### src/hw/rtl/scfla_pkg.sv
// ----------------------------------------------------------------------------
// Size-class allocator package
// Shared widths, pool geometry, operation and status codes, and the command
// record that travels from the classifier through the queue to the engine.
// ----------------------------------------------------------------------------
package scfla_pkg;

    // Pool geometry: the 19-bit address space spans the whole pool.
    localparam int NUM_SLABS    = 8;
    localparam int SLAB_SIZE    = 65536;
    localparam int CLASS_COUNT  = 12;
    localparam int HEADER_BYTES = 16;

    localparam int ADDR_W     = 19;
    localparam int SLAB_BITS  = 16;
    localparam int SLAB_IDX_W = ADDR_W - SLAB_BITS;
    localparam int SLABS_W    = 4;
    localparam int CLASS_W    = 4;
    localparam int REM_W      = 12;
    localparam int REQ_W      = 20;
    localparam int USIZE_W    = 16;
    localparam int LINK_AW    = ADDR_W - 4;
    localparam int LINK_DEPTH = 1 << LINK_AW;

    localparam logic [REQ_W-1:0] MAX_CLASS_BYTES =
        REQ_W'(HEADER_BYTES << (CLASS_COUNT - 1));

    // Chunks in one slab for each class: slab size over (header + class size).
    localparam logic [REM_W-1:0] CARVE_COUNT [CLASS_COUNT] = '{
        REM_W'(SLAB_SIZE / (HEADER_BYTES + (HEADER_BYTES << 0))),
        REM_W'(SLAB_SIZE / (HEADER_BYTES + (HEADER_BYTES << 1))),
        REM_W'(SLAB_SIZE / (HEADER_BYTES + (HEADER_BYTES << 2))),
        REM_W'(SLAB_SIZE / (HEADER_BYTES + (HEADER_BYTES << 3))),
        REM_W'(SLAB_SIZE / (HEADER_BYTES + (HEADER_BYTES << 4))),
        REM_W'(SLAB_SIZE / (HEADER_BYTES + (HEADER_BYTES << 5))),
        REM_W'(SLAB_SIZE / (HEADER_BYTES + (HEADER_BYTES << 6))),
        REM_W'(SLAB_SIZE / (HEADER_BYTES + (HEADER_BYTES << 7))),
        REM_W'(SLAB_SIZE / (HEADER_BYTES + (HEADER_BYTES << 8))),
        REM_W'(SLAB_SIZE / (HEADER_BYTES + (HEADER_BYTES << 9))),
        REM_W'(SLAB_SIZE / (HEADER_BYTES + (HEADER_BYTES << 10))),
        REM_W'(SLAB_SIZE / (HEADER_BYTES + (HEADER_BYTES << 11)))
    };

    localparam logic [1:0] OP_ALLOC = 2'd0;
    localparam logic [1:0] OP_FREE  = 2'd1;
    localparam logic [1:0] OP_QUERY = 2'd2;
    localparam logic [1:0] OP_NOP   = 2'd3;

    localparam logic [1:0] ST_OK        = 2'd0;
    localparam logic [1:0] ST_NO_MEMORY = 2'd1;
    localparam logic [1:0] ST_TOO_LARGE = 2'd2;

    typedef struct packed {
        logic [1:0]         op;
        logic [CLASS_W-1:0] cls;
        logic               too_large;
        logic               addr_null;
        logic [ADDR_W-1:0]  addr;
    } cmd_t;

    typedef enum logic {
        BK_EXEC,
        BK_POP
    } back_state_t;

    function automatic logic [USIZE_W-1:0] class_bytes(input logic [CLASS_W-1:0] c);
        class_bytes = USIZE_W'(HEADER_BYTES) << c;
    endfunction

endpackage

### src/hw/rtl/scfla_front.sv
// ----------------------------------------------------------------------------
// Request classifier
// Accepts a request and turns it into a command: picks the size class of an
// allocate, flags oversize requests and null addresses.
// ----------------------------------------------------------------------------
module scfla_front (
    input  logic                        start,
    input  logic                        queue_full,
    input  logic [1:0]                  opcode,
    input  logic [scfla_pkg::REQ_W-1:0] request_size,
    input  logic [scfla_pkg::ADDR_W-1:0] chunk_address,
    output logic                        push,
    output scfla_pkg::cmd_t             cmd
);
    import scfla_pkg::*;

    logic [CLASS_COUNT-1:0] fits;
    logic [CLASS_W-1:0]     cls;

    // A size of zero fits the smallest class just as a size of one does.
    always_comb
    begin
        for (int c = 0; c < CLASS_COUNT; c++)
        begin
            fits[c] = (request_size <= (REQ_W'(HEADER_BYTES) << c));
        end
        cls = CLASS_W'(CLASS_COUNT - 1);
        for (int c = CLASS_COUNT - 2; c >= 0; c--)
        begin
            if (fits[c])
            begin
                cls = CLASS_W'(c);
            end
        end
    end

    assign push          = start && !queue_full;
    assign cmd.op        = opcode;
    assign cmd.cls       = cls;
    assign cmd.too_large = (request_size > MAX_CLASS_BYTES);
    assign cmd.addr_null = (chunk_address == '0);
    assign cmd.addr      = chunk_address;

endmodule

### config.mk
export PLATFORM = sky130hd
export DESIGN_NAME = scfla_front
export DESIGN_NICKNAME = d
export VERILOG_FILES = /design/src/hw/rtl/scfla_pkg.sv /design/src/hw/rtl/scfla_front.sv
export SDC_FILE = /design/constraint.sdc
export NUM_CORES = 1
export LEC_CHECK = 0
export ABC_AREA = 1
export BUFFER_PORTS_ARGS = -buffer_cell sky130_fd_sc_hd__buf_2
export CAP_MARGIN = 20
export CORE_MARGIN = 5
export CORE_UTILIZATION = 35
export DETAILED_ROUTE_END_ITERATION = 6
export PLACE_DENSITY = 0.86
export SYNTH_ARGS = -nofsm -noshare
export SYNTH_HDL_FRONTEND = slang
export SYNTH_SLANG_ARGS = --single-unit
### constraint.sdc
create_clock -name vclk -period 2.6
set_clock_uncertainty 0.1 [all_clocks]
set_input_delay 0.13 -clock vclk [all_inputs]
set_output_delay 0.13 -clock vclk [all_outputs]
set_load 0.02 [all_outputs]
Word level (Yosys, flattened, before mapping). Cells that the tools add are included.

Register bits after elaboration: 0. Latch bits: 0. RAM bits: 0. Bits in read-only memories: 0. Input bits: 43. Output and inout port bits: 28. Word-level logic and storage cells: 26. Memories kept: 0.

Add/sub/neg operators: 0. $mul: 0. Div/mod/pow operators: 0. $lt $le $gt $ge: 12. Equality and inequality tests: 0. Shifts and indexed selects: 0. Multiplexer cells: 11. Bitwise operators: 0. Reductions and logical operators: 3.

Operators by type and width (number): 2-to-1 mux 4 bit (10); greater-than comparator 20 x 16 -> 1 bit (second input constant) (1); less-or-equal comparator 20 x 10 -> 1 bit (second input constant) (1); less-or-equal comparator 20 x 11 -> 1 bit (second input constant) (1); less-or-equal comparator 20 x 12 -> 1 bit (second input constant) (1); less-or-equal comparator 20 x 13 -> 1 bit (second input constant) (1); less-or-equal comparator 20 x 14 -> 1 bit (second input constant) (1); less-or-equal comparator 20 x 15 -> 1 bit (second input constant) (1); less-or-equal comparator 20 x 5 -> 1 bit (second input constant) (1); less-or-equal comparator 20 x 6 -> 1 bit (second input constant) (1); less-or-equal comparator 20 x 7 -> 1 bit (second input constant) (1); less-or-equal comparator 20 x 8 -> 1 bit (second input constant) (1); less-or-equal comparator 20 x 9 -> 1 bit (second input constant) (1); logical NOT 19 bit (1); logical AND 1 bit (1); logical NOT 1 bit (1); 2-to-1 mux 1 bit (1).

Logic depth before layout (Yosys ltp).
Depth after elaboration: 12. Mapped depth: 14. Mapped depth without buffers: 14.

Worst setup path after synthesis. Ideal clock, no wire load.

Path kind: input to output. Start: in request_size[4] (netlist name). End: out cmd[21] (netlist name). Arrival: 1.260 ns. Data required time: 2.370 ns. Slack: 1.110 ns. Stages on the path: 13. Buffers on the path: 0. Path through: nor2_1 > nand2_2 > nor2_2 > nand4_1 > nand2_2 > inv_2 > nand2_1 > nand2_1 > nand2_1 > nand2_1 > nand2_1 > nand2_1 > a21oi_2.

RTL lines: from (decl) (line scfla_front.sv:10) `input logic [scfla_pkg::REQ_W-1:0] request_size,`; to (decl) (line scfla_front.sv:13) `output scfla_pkg::cmd_t cmd`.

==> qor.yml <==
cp_slowest_stage_delay_ns: 0.22
wl_mm: 2.183
multi_input_comb_area_um2: 484.2
crit_family: "simple AND/OR/NAND/NOR gates"
yosys.area.top_type: "buf_4"
drt_iter0_drc: 22
ys_top_cells_by_count: "21 x buf_4, 19 x nor2_1, 17 x nand2_1"
portBuffers: 67
die_x_um: 55.02
hold_depth: 0
nClkBuffers: 0
critPathBufInv: 3
dpl.hpwl_mm: 1.987
path_class: "in2out"
flops_and_latches: 0
cts_hold_buf: 0
fin_util: 0.4742
whs_ns: 0.1601
antenna_cells: 0
die_h_um: 55.02
cp_data_required_time_ns: 2.37
slowest_stage: "a211oi_1"
via_count: 970
worstHoldPathType: "in2out"
rows: 16
synth_area_leaders: "buf_4 22%, nor2_1 10%, nand2_1 9.0%"
postLayoutCellArea_um2: 920.9
synth_top_area_share: 0.2222
min-delay-start: "opcode[1]"
syn_nets: 169
relSlewSlack: 0.7373
seqCellArea_um2: 0
start_util: 0.3653
finalHoldViolCount: 0
end_kind: "primary output"
area_growth_pct: 29.81
ios: 71
core_area_um2: 1942
drt-pass1-iter-count: 4
ir_drop_mv: 0.05399
path_cells: "buf_2, nor2_2, nand3_2, nor2_4, nand3_2, nor3_2, inv_1, a211oi_1, a21oi_2, buf_2"
netlist_area_um2: 709.4
drt.antenna.violating_nets: 0
overflow: 0
drive_above_1_share: 0.5291
synth.most_common_cell: "buf_4"
fmax_mhz: 582.6
dieArea_um2: 3027
cts_resized: 0
post-route-period-util: 0.6602
yosys_warnings: 0
start_kind: "primary input"
status: "completed"
synth_cells: 126
setup_tns_ns: 0
period_needed_ns: 1.717
cp.arrival_ns: 1.49
maxCapViolations: 0
maxSlewViolCount: 0
synth.avg_cell_area_um2: 5.630
vias_per_cell: 4.874
layout.nets: 217
grt_max_degree: 7
globalplace.congestion: 0.9113
post_cts_buffers: 0
yosysSeqAreaShare: 0
grt_pass1_vias: 776
grt_pass1_wl_mm: 2.766
postPlaceCellArea_um2: 920.9
tightestPinTransition_ns: 0.3904
min_to: "cmd[26]"
drc: 0
path_max_fanout: 4
grt_usage: 0.1168
fill_cells: 218
rsz0062_at_grt: "no"
antenna_found_initial: 0
power_density_nw_per_um2: 123.8
leakage_nw: 0.4902
dp.cells: 199
finalNonFillerCells: 199
setup-violations-final: 0
wl_per_cell_um: 10.97
ys_types: 26
## routing by layer
| metal | part of all wire | wire length [µm] | global-route usage | vias to the layer above |
|---|---|---|---|---|
| met2 | 0.48 | 1049 | 0.2618 | 68 |
| met3 | 0.16 | 347 | 0.008043 | 2 |
| met1 | 0.36 | 781 | 0.1190 | 412 |
| li1 | - | - | - | 488 |
| met4 | 0.0018 | 4 | 0 | 0 |
| met5 | 0 | 0 | 0 | - |
## through the flow
stage           power (W)  worst slack, ns
5_1_grt         0.0001229           0.7160
4_1_cts         0.0001143           0.8889
3_3_place_gp    0.0001127           0.8883
2_1_floorplan  0.00007646            1.110
3_5_place_dp    0.0001141           0.8951
6_report        0.0001140           0.8835
## cell type report
cell class | instances | share of cell area
inverter | 18 | 0.07337
multi-input combinational | 87 | 0.5258
tap | 27 | 0.03668
timing repair buffer | 67 | 0.3641
## cell usage in the layout (no fill, tap or decap)
master and n:
a211oi_1 1, a21boi_0 1, a21oi_1 2, a21oi_2 1, and2_1 1, and3_1 2
buf_2 67, inv_1 13, inv_2 5, nand2_1 17, nand2_2 4, nand2_4 1
nand3_1 6, nand3_2 2, nand4_1 6, nor2_1 19, nor2_2 6, nor2_4 3
nor3_1 1, nor3_2 2, nor3b_1 1, nor4_1 6, o211ai_1 1, o21ai_0 2
o22ai_1 1, o31ai_1 1
## cells by family (layout without fill, tap and decap cells)
group                  Yosys count  in the layout  synth area share
and+or+nand+nor                 77             77            0.5908
buffers and inverters           39             85            0.3175
AOI/OAI and AO/OA               10             10           0.09174
## report_power, final
group	total, W	internal, W	switching (W)
sequential	0	0	0
combinational	0.000114	0.0000442	0.0000698
clock	0	0	0
total	0.000114	0.0000442	0.0000698
## worst max path at each step
stage | startpoint | end | depth (start not counted)
after floorplan | request_size[4] | cmd[21] | 13
after global placement | request_size[0] | cmd[21] | 16
after detailed placement | request_size[19] | cmd[21] | 15
after CTS | request_size[19] | cmd[21] | 15
after global routing | request_size[19] | cmd[21] | 14
final | request_size[19] | cmd[21] | 10
No activity file was read; power rests on OpenSTA's default activity.
