$ cat config.mk
export PLATFORM = sky130hd
export DESIGN_NAME = scfla_queue
export DESIGN_NICKNAME = d
export VERILOG_FILES = /design/src/hw/rtl/scfla_pkg.sv /design/src/hw/rtl/scfla_queue.sv
export SDC_FILE = /design/constraint.sdc
export NUM_CORES = 1
export LEC_CHECK = 0
export BUFFER_PORTS_ARGS = -buffer_cell sky130_fd_sc_hd__buf_2
export CAP_MARGIN = 20
export CORE_MARGIN = 1
export CORE_UTILIZATION = 55
export DETAILED_ROUTE_END_ITERATION = 10
export PLACE_DENSITY = 0.83
export SLEW_MARGIN = 10
export SYNTH_ARGS = -nofsm -noshare
export SYNTH_HDL_FRONTEND = slang
export SYNTH_SLANG_ARGS = --single-unit
$ cat constraint.sdc
create_clock -name clk -period 5 [get_ports clk]
set_clock_uncertainty 0.2 [all_clocks]
set_input_delay 1 -clock clk [delete_from_list [all_inputs] [get_ports clk]]
set_output_delay 1 -clock clk [all_outputs]
set_load 0.005 [all_outputs]
$ cat src/hw/rtl/scfla_pkg.sv
// ----------------------------------------------------------------------------
// Size-class allocator package
// Shared widths, pool geometry, operation and status codes, and the command
// record that travels from the classifier through the queue to the engine.
// ----------------------------------------------------------------------------
package scfla_pkg;

    // Pool geometry: the 19-bit address space spans the whole pool.
    localparam int NUM_SLABS    = 8;
    localparam int SLAB_SIZE    = 65536;
    localparam int CLASS_COUNT  = 12;
    localparam int HEADER_BYTES = 16;

    localparam int ADDR_W     = 19;
    localparam int SLAB_BITS  = 16;
    localparam int SLAB_IDX_W = ADDR_W - SLAB_BITS;
    localparam int SLABS_W    = 4;
    localparam int CLASS_W    = 4;
    localparam int REM_W      = 12;
    localparam int REQ_W      = 20;
    localparam int USIZE_W    = 16;
    localparam int LINK_AW    = ADDR_W - 4;
    localparam int LINK_DEPTH = 1 << LINK_AW;

    localparam logic [REQ_W-1:0] MAX_CLASS_BYTES =
        REQ_W'(HEADER_BYTES << (CLASS_COUNT - 1));

    // Chunks in one slab for each class: slab size over (header + class size).
    localparam logic [REM_W-1:0] CARVE_COUNT [CLASS_COUNT] = '{
        REM_W'(SLAB_SIZE / (HEADER_BYTES + (HEADER_BYTES << 0))),
        REM_W'(SLAB_SIZE / (HEADER_BYTES + (HEADER_BYTES << 1))),
        REM_W'(SLAB_SIZE / (HEADER_BYTES + (HEADER_BYTES << 2))),
        REM_W'(SLAB_SIZE / (HEADER_BYTES + (HEADER_BYTES << 3))),
        REM_W'(SLAB_SIZE / (HEADER_BYTES + (HEADER_BYTES << 4))),
        REM_W'(SLAB_SIZE / (HEADER_BYTES + (HEADER_BYTES << 5))),
        REM_W'(SLAB_SIZE / (HEADER_BYTES + (HEADER_BYTES << 6))),
        REM_W'(SLAB_SIZE / (HEADER_BYTES + (HEADER_BYTES << 7))),
        REM_W'(SLAB_SIZE / (HEADER_BYTES + (HEADER_BYTES << 8))),
        REM_W'(SLAB_SIZE / (HEADER_BYTES + (HEADER_BYTES << 9))),
        REM_W'(SLAB_SIZE / (HEADER_BYTES + (HEADER_BYTES << 10))),
        REM_W'(SLAB_SIZE / (HEADER_BYTES + (HEADER_BYTES << 11)))
    };

    localparam logic [1:0] OP_ALLOC = 2'd0;
    localparam logic [1:0] OP_FREE  = 2'd1;
    localparam logic [1:0] OP_QUERY = 2'd2;
    localparam logic [1:0] OP_NOP   = 2'd3;

    localparam logic [1:0] ST_OK        = 2'd0;
    localparam logic [1:0] ST_NO_MEMORY = 2'd1;
    localparam logic [1:0] ST_TOO_LARGE = 2'd2;

    typedef struct packed {
        logic [1:0]         op;
        logic [CLASS_W-1:0] cls;
        logic               too_large;
        logic               addr_null;
        logic [ADDR_W-1:0]  addr;
    } cmd_t;

    typedef enum logic {
        BK_EXEC,
        BK_POP
    } back_state_t;

    function automatic logic [USIZE_W-1:0] class_bytes(input logic [CLASS_W-1:0] c);
        class_bytes = USIZE_W'(HEADER_BYTES) << c;
    endfunction

endpackage

$ cat src/hw/rtl/scfla_queue.sv
// ----------------------------------------------------------------------------
// Command queue
// Two-entry queue between the classifier and the allocation engine.
// ----------------------------------------------------------------------------
module scfla_queue (
    input  logic            clk,
    input  logic            rst_n,
    input  logic            push,
    input  scfla_pkg::cmd_t push_cmd,
    input  logic            pop,
    output logic            full,
    output logic            valid,
    output scfla_pkg::cmd_t head_cmd
);
    import scfla_pkg::*;

    cmd_t       entry_reg [2];
    logic       wr_ptr_reg;
    logic       wr_ptr_next;
    logic       rd_ptr_reg;
    logic       rd_ptr_next;
    logic [1:0] count_reg;
    logic [1:0] count_next;
    logic       do_push;
    logic       do_pop;

    assign full     = (count_reg == 2'd2);
    assign valid    = (count_reg != 2'd0);
    assign head_cmd = entry_reg[rd_ptr_reg];
    assign do_push  = push && !full;
    assign do_pop   = pop && valid;

    always_comb
    begin
        wr_ptr_next = do_push ? !wr_ptr_reg : wr_ptr_reg;
        rd_ptr_next = do_pop ? !rd_ptr_reg : rd_ptr_reg;
        count_next  = count_reg + 2'(do_push) - 2'(do_pop);
    end

    always_ff @(posedge clk or negedge rst_n)
    begin
        if (!rst_n)
        begin
            wr_ptr_reg <= 1'b0;
            rd_ptr_reg <= 1'b0;
            count_reg  <= 2'd0;
        end
        else
        begin
            wr_ptr_reg <= wr_ptr_next;
            rd_ptr_reg <= rd_ptr_next;
            count_reg  <= count_next;
        end
    end

    always_ff @(posedge clk)
    begin
        if (do_push)
        begin
            entry_reg[wr_ptr_reg] <= push_cmd;
        end
    end

endmodule

* Yosys cells after proc, flatten, opt, wreduce, memory -nomap -nowiden
Memory sizes are Yosys's and may differ from the RTL's.
Index checks and enable logic that the tools add are counted.
** Storage, ports and cells
- Latch bits :: 0
- Bits in read-only memories :: 0
- Input port bits :: 31
- Word-level logic and storage cells :: 15
- Register bits :: 4
- Memories kept :: 1
- Bits in writable memories :: 54
- Output and inout bits :: 29
** Memory list
- entry_reg :: depth 2, bits a word 27, rd ports 1, clocked after memory_dff 0, wr ports 1, RTL line scfla_queue.sv:17 : cmd_t entry_reg [2];
** Cells by class
- Bitwise logic cells :: 0
- Reduce and logical (&&, ||, !) cells :: 6
- Divide/modulo/power cells :: 0
- Multipliers :: 0
- $add $sub $neg :: 2
- Equality and inequality tests :: 1
- Magnitude comparators :: 0
- Multiplexer cells :: 2
- Shifts and indexed selects :: 0
** Operators with widths (count)
- zero test 1 bit :: 3
- adder 2 x 1 -> 2 bit :: 1
- equality test 2 bit, second input constant :: 1
- logical AND 1 bit :: 2
- 2-to-1 mux 1 bit :: 2
- nonzero test 2 bit :: 1
- subtractor 2 x 1 -> 2 bit :: 1

* Depth between registers and ports, before layout
Gate-level depths: netlist of run 1.
- Word-level depth :: 5
- Mapped depth :: 7
- Mapped depth without buffers :: 7

* Worst setup path before layout of run 1
OpenSTA, ideal clock, no wires.
- Path type :: input-to-reg
- Start :: input port push
- End :: memory entry_reg[0][0] (netlist name) (enable)
- Data required time :: 4.389 ns
- Path slack :: 2.148 ns
- Arrival time :: 2.242 ns
- Buffers on the path :: 0
- Setup time :: 0.411 ns
- Cell stages on the path :: 2
- Cells stage by stage :: nand2_1 -> nor2_1
** Between the ends
- Cells in the longest elaborated chain, start to end :: 3
** Ends and longest elaborated chain
- start, declared :: RTL line scfla_queue.sv:8 : input logic push,
- logical AND 1 bit :: RTL line scfla_queue.sv:30 : assign do_push = push && !full;
- 2-to-1 mux 1 bit :: RTL line scfla_queue.sv:58 : if (do_push)
- 2-to-1 mux 1 bit (not written as such) :: RTL line scfla_queue.sv:60 : entry_reg[wr_ptr_reg] <= push_cmd;
- end, declared :: RTL line scfla_queue.sv:17
Every way passes these cells.

==> flow_metrics.env, run 1 <==
export IMPL_max_slew_margin_pct=38.11
export IMPL_worst_slack_ns=1.732
export IMPL_netlist_top_cells_count="edfxtp_1 (54), mux2_4 (19), mux2_2 (8)"
export IMPL_avgSynthCellArea_sq_um=21.92
export IMPL_cts_max_path_buffers=2
export IMPL_outcome="complete, no violations"
export IMPL_synth_area_leader_cell="edfxtp_1"
export IMPL_synth_cells=102
export IMPL_die_area_sq_mm=0.004324
export IMPL_grt_pass1_vias=1176
export IMPL_wl_per_cell_um=15.40
export IMPL_gp_congestion=0.6625
export IMPL_synthFlopType="edfxtp_1"
export IMPL_synth_most_common_cell="edfxtp_1"
export IMPL_cp_top_family="flip-flops"
export IMPL_grt_util_all_layers_pct=18.51
export IMPL_die_h_um=65.76
export IMPL_largest_reg_flops=54
export IMPL_path_buf_inv=2
export IMPL_final_hold_violation_count=0
export IMPL_path_class="reg2out"
export IMPL_slew_viol_final=0
export IMPL_crit_path_start_kind="flop"
export IMPL_crit_slowest_cell="dfrtp_1"
export IMPL_fin_crit_sh_pct=65.37
export IMPL_irDropWorstVdd_uv=390.5
export IMPL_num_fill_cells=245
export IMPL_first_iter_violations=34
export IMPL_cts_setup_buffers=0
export IMPL_die_x_um=65.76
export IMPL_yosysWarningCount=0
export IMPL_setup_viol=0
export IMPL_fin_crit_ns=3.268
export IMPL_seqCellArea_sq_mm=0.001722
export IMPL_clockRootBuffer="clkbuf_8"
export IMPL_port_buffers=59
export IMPL_cts_made_buffers=9
export IMPL_grt_max_degree=24
export IMPL_antenna_found_initial=0
export IMPL_ys_async_sr_fraction_pct=6.897
export IMPL_critPathCaptureType="primary output"
export IMPL_drive_gt1_share_pct=58.19
export IMPL_cp_max_fo=19
export IMPL_layout_area_overhead_vs_synth_pct=23.11
export IMPL_cp_cell_sequence="buf_4 > mux2_4 > buf_2"
export IMPL_cts_sinks=58
export IMPL_drv_cap=0
export IMPL_grt_pass1_wl_um=5388
export IMPL_syn_area_sq_mm=0.002236
export IMPL_synth_top_cell_area_share_pct=72.52
export IMPL_finish_utilization_pct=72.99
export IMPL_num_vias=1123
export IMPL_pre_cts_ws_ns=2.046
export IMPL_clk_latency_ns=0.31
export IMPL_ant_nets=0
export IMPL_hp_class="in2async"
export IMPL_row_count=22
export IMPL_synth_edf_count=54
export IMPL_power_density_mw_per_mm2=566.2
export IMPL_core_area_sq_mm=0.003771
export IMPL_cts_tree="done"
export IMPL_rsz0062_at_grt="false"
export IMPL_timing_setup_tns_ns=0
export IMPL_hold_worst_slack_ns=0.2886
export IMPL_cts_htree_levels=3
export IMPL_diodes=0
export IMPL_ys_ff_latch=58
export IMPL_synthTopCellsByArea="edfxtp_1 (73%), mux2_4 (13%), dfrtp_1 (4.5%), mux2_2 (4.0%), buf_6 (1.5%)"
export IMPL_fin_nets=205
export IMPL_max_stage_delay_ns=0.95
export IMPL_drc=0
export IMPL_leakagePower_nw=1.128
export IMPL_fmax_mhz=306.0
export IMPL_synth_seq_area_share_pct=77.00
export IMPL_hpwl_um=2490
export IMPL_synth_nets=135
export IMPL_ys_types=15
export IMPL_grt_overflow=0
export IMPL_cts_resized_gates=0
export IMPL_hold_buffers=0
export IMPL_io_pins=60
export IMPL_via_per_inst=4.991
export IMPL_wirelength_um=3465
export IMPL_critPathArrivalTime_ns=2.07
export IMPL_multi_input_area_sq_um=475.5
export IMPL_clk_pin_slew_ns=0.05
export IMPL_worstPathRequired_ns=3.80
export IMPL_start_util_pct=59.29
export IMPL_first_pass_iters=3
export IMPL_worstMarginPinSlew_ns=0.9284
==> path summary, 6_finish.rpt <==
path	start	end	slack [ns]	cells past startpoint
min in group clk	wr_ptr_reg	wr_ptr_reg	0.32	1
worst min-delay path	rst_n	wr_ptr_reg	0.29	1
worst min register to register	wr_ptr_reg	wr_ptr_reg	0.32	1
worst max-delay path	rd_ptr_reg	head_cmd[11]	1.73	3
worst max register to register	count_reg[1]	count_reg[1]	3.10	7
max in group asynchronous	rst_n	count_reg[0]	4.19	1
==> final cells by class <==
| class | instances | area share, % |
|---|---|---|
| sequential | 58 | 62.55 |
| inverter | 2 | 0.2727 |
| tap | 48 | 2.182 |
| timing repair buffer | 62 | 11.55 |
| multi-input combinational | 39 | 17.27 |
| clock buffer | 16 | 6.182 |
==> power breakdown <==
group          internal (mW)  switching [mW]  total, mW
logic                  0.271           0.184      0.455
clock network          0.208           0.157      0.365
registers              0.667          0.0710      0.738
==> metrics by stage <==
step | cells | area, sq um | power (mW)
6_report | 225 | 2753 | 1.559
5_1_grt | 225 | 2753 | 1.640
3_3_place_gp | 209 | 2582 | 1.190
2_1_floorplan | 102 | 2236 | 1.053
3_5_place_dp | 209 | 2582 | 1.214
4_1_cts | 225 | 2753 | 1.579
==> metal layers <==
layer | part of all wire, % | track usage, % | vias up
li1 | - | - | 529
met1 | 40 | 20.82 | 543
met2 | 52 | 30.36 | 41
met3 | 5.3 | 4.861 | 10
met4 | 2.6 | 13.04 | 0
met5 | 0 | 0 | -
==> cell families after synthesis <==
kind of cell	Yosys count	synth area share, %
AND/OR/NAND/NOR	6	1.679
adder cells (fa/ha/maj)	2	1.119
flip-flops	58	77.00
multiplexers	27	16.79
buffers and inverters	5	1.847
XOR/XNOR	4	1.567
==> cell usage in the layout (no fill, tap or decap), drive strengths merged <==
master / synthesis / final
nand2b: 1 / 1
dfrtp: 4 / 4
or2: 1 / 1
and2: 1 / 1
inv: 2 / 2
and3: 1 / 1
xor2: 1 / 1
clkbuf: 0 / 16
mux2: 27 / 27
ha: 2 / 2
buf: 3 / 62
nand2: 1 / 1
xnor2: 3 / 3
nor2: 1 / 1
edfxtp: 54 / 54
==> worst reg2reg max path, cell delays in order, from the launching register on <==
cell     delay, ns
dfrtp_1       0.41
or2_4         0.27
and2_4        0.16
ha_1          0.27
inv_1         0.04
ha_1          0.17
xnor2_1       0.17
xnor2_1       0.14
No activity file was read; power rests on OpenSTA's default activity.
==> run 2, diff against run 1 <==
--- a/config.mk
+++ b/config.mk
@@ -8,9 +8,9 @@
 export BUFFER_PORTS_ARGS = -buffer_cell sky130_fd_sc_hd__buf_2
 export CAP_MARGIN = 20
 export CORE_MARGIN = 1
-export CORE_UTILIZATION = 55
+export CORE_UTILIZATION = 46
 export DETAILED_ROUTE_END_ITERATION = 10
-export PLACE_DENSITY = 0.83
+export PLACE_DENSITY = 0.74
 export SLEW_MARGIN = 10
 export SYNTH_ARGS = -nofsm -noshare
 export SYNTH_HDL_FRONTEND = slang
==> constraint.sdc (replaced) <==
create_clock -name clk -period 3 [get_ports clk]
set_clock_uncertainty 0.2 [all_clocks]
set_input_delay 0.6 -clock clk [delete_from_list [all_inputs] [get_ports clk]]
set_output_delay 0.6 -clock clk [all_outputs]
set_load 0.005 [all_outputs]
==> flow_metrics.env, run 2 (same netlist as run 1, synthesis figures left out) <==
export IMPL_fmax_mhz=443.8
export IMPL_setup_viol=0
export IMPL_critPathCaptureType="primary output"
export IMPL_first_pass_iters=4
export IMPL_r2r_end="count_reg[1]"
export IMPL_worstMarginPinSlew_ns=0.3625
export IMPL_worstPathRequired_ns=2.20
export IMPL_crit_path_end="head_cmd[6]"
export IMPL_grt_pass1_wl_um=5954
export IMPL_rr_worst_depth=7
export IMPL_p_seq_share_pct=45.4
export IMPL_fin_nets=208
export IMPL_num_fill_cells=375
export IMPL_power_density_mw_per_mm2=933.4
export IMPL_first_iter_violations=89
export IMPL_drive_gt1_share_pct=58.89
export IMPL_cp_max_fo=16
export IMPL_clockRootBuffer="clkbuf_8"
export IMPL_layout_area_overhead_vs_synth_pct=23.84
export IMPL_rsz0062_at_grt="false"
export IMPL_hold_path_startpoint="push_cmd[1]"
export IMPL_cts_sinks=58
export IMPL_wl_per_cell_um=15.69
export IMPL_outcome="complete, no violations"
export IMPL_cts_htree_levels=3
export IMPL_leakagePower_nw=1.138
export IMPL_path_class="reg2out"
export IMPL_drc=0
export IMPL_fin_crit_sh_pct=75.11
export IMPL_crit_start="rd_ptr_reg"
export IMPL_mostFrequentLayoutCells="buf_2 (59), edfxtp_1 (54), mux2_4 (19)"
export IMPL_timing_setup_tns_ns=0
export IMPL_die_area_sq_mm=0.005144
export IMPL_hpwl_um=2532
export IMPL_cts_setup_buffers=0
export IMPL_final_hold_violation_count=0
export IMPL_cts_max_path_buffers=2
export IMPL_grt_overflow=0
export IMPL_rrSetupSlack_ns=1.08
export IMPL_io_pins=60
export IMPL_mostFrequentLayoutCell="buf_2"
export IMPL_clk_pin_slew_ns=0.06
export IMPL_hp_class="in2reg"
export IMPL_largest_reg_flops=54
export IMPL_wirelength_um=3671
export IMPL_cts_resized_gates=0
export IMPL_ant_nets=0
export IMPL_internal_power_mw=1.870
export IMPL_p_sw_share_pct=27.66
export IMPL_clk_latency_ns=0.32
export IMPL_crit_path_start_kind="flop"
export IMPL_drv_cap=0
export IMPL_grt_util_all_layers_pct=16.41
export IMPL_die_x_um=71.72
export IMPL_irDropWorstVdd_uv=490.3
export IMPL_grt_max_degree=21
export IMPL_num_vias=1152
export IMPL_critPathArrivalTime_ns=1.45
export IMPL_die_h_um=71.72
export IMPL_slew_viol_final=0
export IMPL_pre_cts_ws_ns=1.021
export IMPL_cts_tree="done"
export IMPL_switching_power_uw=715.0
export IMPL_core_area_sq_mm=0.004692
export IMPL_via_per_inst=4.923
export IMPL_diodes=0
export IMPL_grt_pass1_vias=1246
export IMPL_cts_made_buffers=9
export IMPL_worst_slack_ns=0.7468
export IMPL_port_buffers=59
export IMPL_r2r_start="count_reg[1]"
export IMPL_clockPowerShare_pct=21.9
export IMPL_fin_crit_ns=2.253
export IMPL_antenna_found_initial=0
export IMPL_start_util_pct=47.65
export IMPL_max_slew_margin_pct=75.84
export IMPL_p_comb_share_pct=32.7
export IMPL_gp_congestion=0.6615
export IMPL_row_count=25
[run 2: worst max-delay path, cell delays in order, from the launching register on]
cell	delay, ns
dfrtp_1	0.34
buf_4	0.28
mux2_2	0.38
buf_2	0.13
[run 2: cell type report]
cell class,count,area [sq um],share of cell area [%]
timing repair buffer,65,342.8,12.38
inverter,2,7.507,0.2711
sequential,58,1722,62.18
clock inverter,4,18.77,0.6778
tap,54,67.56,2.440
multi-input combinational,39,475.5,17.17
clock buffer,12,135.1,4.880
[run 2: repair_timing]
item / CTS / global route
endpoints found under the setup margin: 0 / 0
hold buffers: 1 / 0
endpoints found under the hold margin: 4 / 0
[run 2: how the worst min path moves through the flow]
stage / cells past startpoint / to
finish: 1 / entry_reg[1][1]
global route: 1 / entry_reg[0][18]
CTS: 1 / entry_reg[1][17]
detailed placement: 1 / count_reg[0]
global placement: 1 / count_reg[0]
floorplan: 0 / count_reg[0]
[run 2: power by group through the flow]
stage / registers, mW / clock network (mW) / logic [mW]
2_1_floorplan: 1.17 / 0 / 0.582
3_3_place_gp: 1.18 / 0 / 0.830
3_5_place_dp: 1.19 / 0 / 0.857
4_1_cts: 1.18 / 0.585 / 0.862
5_1_grt: 1.19 / 0.620 / 0.919
6_report: 1.17 / 0.567 / 0.844
[run 2: through the flow]
step | hold slack, ns | power, mW | instances | util [%] | area, sq um
6_report | 0.2636 | 2.584 | 234 | 59.01 | 2769
5_1_grt | 0.2413 | 2.729 | 234 | 59.01 | 2769
4_1_cts | 0.2460 | 2.623 | 234 | 59.01 | 2769
3_5_place_dp | 0.2095 | 2.048 | 217 | 55.52 | 2605
3_3_place_gp | 0.2073 | 2.008 | 217 | 55.52 | 2605
2_1_floorplan | 0.1044 | 1.755 | 102 | - | 2236
[run 2: routing by layer]
metal / GRT usage (%) / vias to the layer above / part of all wire (%)
met3: 6.048 / 4 / 7.9
met5: 0 / - / 0
li1: - / 539 / -
met2: 25.37 / 53 / 49
met1: 19.92 / 556 / 43
met4: 9.368 / 0 / 0.71
